[src/rtl/pas_pkg.sv]
`default_nettype none

package pas_pkg;

    localparam int DIV_STEPS = 34;              // quotient bits, enough to reach the clamp
    localparam int DIV_LAT   = DIV_STEPS + 1;   // overflow check stage plus one stage a bit
    localparam int HEAD_LAT  = 3;               // delta, products, distance sum
    localparam int TAIL_LAT  = 3;               // add, friction, position

    localparam logic [31:0] DEADZONE_RST = 32'd1;
    localparam logic [31:0] STRENGTH_RST = 32'd65536;
    localparam logic [15:0] FRICTION_RST = 16'd64880;

    localparam logic [33:0] DV_CLAMP = 34'h2_0000_0000;

    typedef enum logic [1:0] {
        CFG_DEADZONE = 2'd0,
        CFG_STRENGTH = 2'd1,
        CFG_FRICTION = 2'd2,
        CFG_SPARE    = 2'd3
    } t_cfg_idx;

    typedef struct packed {
        logic [15:0]        id;
        logic signed [31:0] pos_x;
        logic signed [31:0] pos_y;
        logic signed [31:0] vel_x;
        logic signed [31:0] vel_y;
        logic               neg_x;
        logic               neg_y;
        logic               attract;
    } t_side;

    typedef struct packed {
        logic               clip;
        logic signed [31:0] val;
    } t_sat;

    function automatic t_sat sat32(input logic signed [35:0] v);
        t_sat s;
        s.clip = 1'b0;
        s.val  = v[31:0];
        if (v > 36'sh0_7FFF_FFFF) begin
            s.clip = 1'b1;
            s.val  = 32'sh7FFF_FFFF;
        end else if (v < -36'sh0_8000_0000) begin
            s.clip = 1'b1;
            s.val  = 32'sh8000_0000;
        end
        return s;
    endfunction

endpackage

`default_nettype wire

[src/rtl/pas_axis.sv]
`default_nettype none

// Per-axis tail: velocity kick, friction, position update. Three stages.
module pas_axis import pas_pkg::*; (
    input  wire                i_clk,
    input  wire                i_en,
    input  wire         [15:0] i_friction,
    input  wire  signed [31:0] i_pos,
    input  wire  signed [31:0] i_vel,
    input  wire                i_neg,
    input  wire                i_attract,
    input  wire         [33:0] i_q,
    input  wire                i_ovf,
    output logic signed [31:0] o_pos,
    output logic signed [31:0] o_vel,
    output logic               o_clip
);

    logic [33:0]        dv;
    logic signed [35:0] sum;
    t_sat               s1, s3;
    logic signed [48:0] prod, prod_rnd;
    logic signed [31:0] v2;

    logic signed [31:0] r_v1, r_v2, r_pos1, r_pos2;
    logic               r_c1, r_c2;

    always_comb begin
        dv = (i_ovf || i_q > DV_CLAMP) ? DV_CLAMP : i_q;
        if (!i_attract) begin
            sum = 36'(i_vel);
        end else if (i_neg) begin
            sum = 36'(i_vel) - $signed({2'b00, dv});
        end else begin
            sum = 36'(i_vel) + $signed({2'b00, dv});
        end
        s1 = sat32(sum);
    end

    // truncate toward zero: bias negatives before the shift
    always_comb begin
        prod     = 49'(r_v1) * $signed({33'd0, i_friction});
        prod_rnd = prod + (prod[48] ? 49'sd65535 : 49'sd0);
        v2       = prod_rnd[47:16];
        s3       = sat32(36'(r_pos2) + 36'(r_v2));
    end

    always_ff @(posedge i_clk) begin
        if (i_en) begin
            r_v1   <= s1.val;
            r_c1   <= s1.clip;
            r_pos1 <= i_pos;
            r_v2   <= v2;
            r_c2   <= r_c1;
            r_pos2 <= r_pos1;
            o_vel  <= r_v2;
            o_pos  <= s3.val;
            o_clip <= r_c2 | s3.clip;
        end
    end

endmodule

`default_nettype wire

[config.mk]
export PLATFORM = sky130hd
export DESIGN_NAME = pas_axis
export DESIGN_NICKNAME = d
export VERILOG_FILES = /design/src/rtl/pas_pkg.sv /design/src/rtl/pas_axis.sv
export SDC_FILE = /design/constraint.sdc
export NUM_CORES = 2
export LEC_CHECK = 0
export BUFFER_PORTS_ARGS = -buffer_cell sky130_fd_sc_hd__buf_2
export CAP_MARGIN = 15
export CORE_MARGIN = 2
export CORE_UTILIZATION = 45
export CTS_CLUSTER_SIZE = 24
export DETAILED_ROUTE_END_ITERATION = 7
export GPL_ROUTABILITY_DRIVEN = 0
export SLEW_MARGIN = 20
export SYNTH_ARGS = -nofsm -noshare
export SYNTH_HDL_FRONTEND = slang
export SYNTH_SLANG_ARGS = --single-unit
[constraint.sdc]
create_clock -name i_clk -period 12.1 [get_ports i_clk]
set_clock_uncertainty 0.05 [all_clocks]
set_input_delay 0.605 -clock i_clk [delete_from_list [all_inputs] [get_ports i_clk]]
set_output_delay 0.605 -clock i_clk [all_outputs]
set_load 0.05 [all_outputs]
# == After elaboration in Yosys (flattened, before gate mapping) ==
# Index checks and enable logic that the tools add are counted.
# op_classes
addsub,4
mul,1
magnitude_cmp,5
n_mux,7
bitwise,1
reduce_logical,1
# ops
cell,count
$mux 33,3
$mux 36,2
$mul 32x17->49,1
$add 48x17->48,1
$add 32x35->36,1
$gt 36x32->1 const B,1
$lt 36x32->1 const B,1
$sub 32x35->36,1
$gt 34x34->1 const B,1
$mux 34,1
$add 32x32->33,1
$gt 33x32->1 const B,1
$lt 33x32->1 const B,1
$mux 16,1
$logic_or 1x1->1,1
$or 1x1->1,1
# totals
reg_bits,195
input_bits,119
output_inout_bits,65
word_cells,28

# == Logic depth before layout (Yosys ltp) ==
# depth
ltp_word,8
mapped_depth,36
depth_no_buf,34

# == Least setup slack after synthesis ==
# No wires, ideal clock.
# synth_path
path_type,input to register
from,input i_friction[13]
to,"register r_v2[28], data pin"
setup_time_ps,262
arrival_time_ps,8257
required_time_ps,11788
setup_slack_ps,3531
cell_stages,32
n_path_buf,2
path_cell_list,clkbuf_1 -> nand2_1 -> fa_1 -> inv_1 -> fa_1 -> fa_1 -> fa_1 -> fa_1 -> inv_1 -> fa_1 -> inv_1 -> ha_1 -> clkbuf_1 -> a21oi_1 -> o21ai_0 -> a221oi_1 -> o2bb2ai_1 -> nand3b_1 -> a41oi_1 -> xnor2_1 -> inv_1 -> ha_1 -> nand2_1 -> nor2_1 -> nand4b_1 -> o21bai_1 -> nand3_1 -> mux2_2 -> nor4_4 -> nor3b_4 -> nand4_1 -> xnor2_1
# synth_via
elab_chain_len,3
# synth_rtl
item,line,text
"start, declared",pas_axis.sv:7,"input wire [15:0] i_friction,"
$mul 32x17->49 *,pas_axis.sv:42,"prod = 49'(r_v1) * $signed({33'd0, i_friction});"
$mux 16,pas_axis.sv:43,prod_rnd = prod + (prod[48] ? 49'sd65535 : 49'sd0);
$add 48x17->48 *,pas_axis.sv:43,
named net prod_rnd[44],pas_axis.sv:22,"logic signed [48:0] prod, prod_rnd;"
"end signal, assigned",pas_axis.sv:53,r_v2 <= v2;
"end, declared",pas_axis.sv:25,"logic signed [31:0] r_v1, r_v2, r_pos1, r_pos2;"
# The timed path passes the listed nets; every way through them passes the cells marked *.
# A chain may end at the register's enable or synchronous reset.

# == Worst setup path in the final report ==
# layout_path
from,register r_v1[5]
to,"register r_v2[25], data pin"
# layout_via
elab_chain_len,3
# layout_rtl
item,line,text
"start, declared",pas_axis.sv:25,
"start signal, assigned",pas_axis.sv:50,r_v1 <= s1.val;
$mul 32x17->49 *,pas_axis.sv:42,
$mux 16,pas_axis.sv:43,
$add 48x17->48 *,pas_axis.sv:43,
named net prod_rnd[41],pas_axis.sv:22,
# Marks and branches as above.

==> impl_results.md <==
* Status: completed
* Most frequent cells in the layout: inv_1 (620), fa_1 (491), nand2_1 (441)
* TritonCTS clock tree: yes
* Hold_buf cts at 0
* Post-Syn Nets at 3995
* Worst setup SP type: flop
* XOR/XNOR Fraction of Synth Area at 4.58%
* Max stage delay on crit path at 870 ps
* CTS H-tree depth at 4
* # DRC at 0
* Setup repair bufs after CTS at 0
* Die area at 68400 sq um
* Vias in the first global route at 22800
* Clock-pin slew on the worst setup and hold paths at 70 ps
* Core area at 65700 sq um
* Mapped Area at 29900 sq um
* Initial Utilization at 45.4%
* Routed length on met2 at 32200 um
* Yosys reg bits at 195
* Clk sink count at 195
* Post-CTS sizing at 0
* Final setup violation count at 0
* # fillers at 6150
* Num CTS Buffers at 17
* Gr ovfl total at 0
* Max transition margin at 31.1%
* Std-Cell Rows at 94
* Boundary Pins at 184
* Clock Path Buffers at 2
* Synth Area in Compound Gates at 8.89%
* Final WL at 72300 um
* Max-cap violation count at 0
* Fin crit period at 9830 ps
* Vias at 21800
* Die width at 262 um
* Crit path DAT at 10000 ps
* Global-route wire length before repair at 118000 um
* Unrepaired setup endpoints after global routing: false
* Largest net degree at the start of global routing at 109
* DP HPWL at 58600 um
* Clk Latency, worst-skew pair at 490 ps
* Antenna viol nets, final at 0
* Gate Count Post-Synth at 3197
* Netlist cell types at 77
* Ant. Diodes at 0
* Synthesis warning total at 0
* Synth top area share at 32.9%
* Critical path buffer and inverter count at 6
* Top delay family on crit path: adder cells
* Most common flop cell mapped by yosys: edfxtp_1
* Layout area overhead at 7.17%
* Synth Area in Adders at 40.9%
* Port Buf Inserts at 183
* Met3 WL at 5030 um
* Root buf cell: clkbuf_16
* Post-synthesis average cell area at 9.34 sq um
* Simple-gate share of the synthesized area at 16.4%
* Worst hold path class: input pin to flop
* Final routed wire length divided by cell count at 17.4 um
* Die span in y at 262 um
* Fmax at 0.102 GHz
* Max Used Layer: met5
* Final period util at 81.3%
* Setup TNS at 0 ps
* Final Hold Fails at 0
* Post-DR vias/cell at 5.25
* Commonest non-fill, non-tap cell in the layout: inv_1
* Net count, final at 4079
* Wl on met1 at 34000 um
* Pre-Repair DR Iteration Count at 5
* CP Max Fanout at 16
* Setup crit end kind: flop
* Initial antenna violation count at 1
* Yosys top cell by area: fa_1
* Total GRT Usage at 21.8%
* Worst-margin pin slew at 1030 ps
* Path type of the worst setup path: flop to flop
* Mux contribution to synthesized area at 0.205%
* Slew Viols, Final at 0
* Ys async rst share at 0%
* Initial DRC Count at 1340
* Largest family of logic cells by synthesized area: adder cells
* Ratio of cells with drive above 1 in the final layout at 7.38%
* Worst EP required at 12270 ps
* CP max stage cell: edfxtp_1
* Post-synth EDFFs at 195
* Synth top area cells: fa_1 (33%), edfxtp_1 (20%), ha_1 (7.9%), inv_1 (7.8%), nand2_1 (5.5%)
* Sequential fraction of the synthesis area at 19.6%
-- routing by layer --
metal / up-vias / track usage [%]
met3: 88 / 3.86
met1: 10700 / 31.1
met4: 2 / 5.05
met2: 741 / 34.8
met5: - / 0
li1: 10300 / -
-- logic make-up after synthesis --
kind of cell             count (synthesis)
multiplexers                             6
buffers and inverters                  747
flip-flops                             195
XOR/XNOR                               156
AO/OA/AOI/OAI                          404
AND/OR/NAND/NOR                       1006
adder cells (fa/ha/maj)                683
-- Yosys cell counts (6+ instances only) --
cell type and instances:
fa_1 491, nand4_1 18, nor3_1 29, a21o_1 53, clkbuf_1 120, a41oi_1 6
inv_1 620, o21ai_0 66, a2111oi_0 6, o211ai_1 11, xor2_1 70, and2_1 209
nand2b_1 17, nor4_1 13, a31oi_1 19, edfxtp_1 195, and4_1 8, ha_1 188
a211oi_1 17, o21bai_1 14, or2_2 7, a21oi_1 120, nand2_1 441, nor2b_1 7
or3_1 6, nor2_1 124, and3_1 14, nand3b_1 9, xnor2_1 86, nand3_1 78
o21a_1 26, o31ai_1 11
-- registers in the layout, indices dropped and copies added, names as in the netlist --
register / flops
r_pos2: 32
o_vel: 32
r_c2: 1
r_v1: 32
r_c1: 1
r_v2: 32
o_pos: 32
r_pos1: 32
o_clip: 1
-- cell type report --
cell class | instances | area (sq um) | share of cell area (%)
sequential | 195 | 5860 | 18.3
multi-input combinational | 2255 | 21200 | 66.3
tap | 864 | 1080 | 3.38
clock inverter | 11 | 101 | 0.317
inverter | 620 | 2330 | 7.27
clock buffer | 20 | 437 | 1.36
timing repair buffer | 192 | 992 | 3.10
-- through the flow --
| stage | instances | area [sq um] | hold slack, ps | util [%] | setup slack [ps] |
|---|---|---|---|---|---|
| 2_1_floorplan | 3197 | 29900 | 350 | - | 3530 |
| 3_3_place_gp | 4126 | 31500 | 355 | 47.9 | 2100 |
| 3_5_place_dp | 4126 | 31500 | 357 | 47.9 | 1940 |
| 4_1_cts | 4157 | 32000 | 204 | 48.7 | 2240 |
| 5_1_grt | 4157 | 32000 | 221 | 48.7 | 1700 |
| 6_report | 4157 | 32000 | 248 | 48.7 | 2270 |
-- final timing paths --
kind                          from                    to  slack [ps]  depth (start not counted)
max          r_v1[5]$_SDFFCE_PN1P_    r_v2[25]$_DFFE_PP_        2270                         32
min                       i_pos[1]   r_pos1[1]$_DFFE_PP_         250                          1
max reg2reg  r_v1[5]$_SDFFCE_PN1P_    r_v2[25]$_DFFE_PP_        2270                         32
min reg2reg   r_pos1[22]$_DFFE_PP_  r_pos2[22]$_DFFE_PP_         370                          0
Power is left out: the tool's default activity adds up to more than one toggle a clock period on the data nets, which glitch-free logic cannot reach.
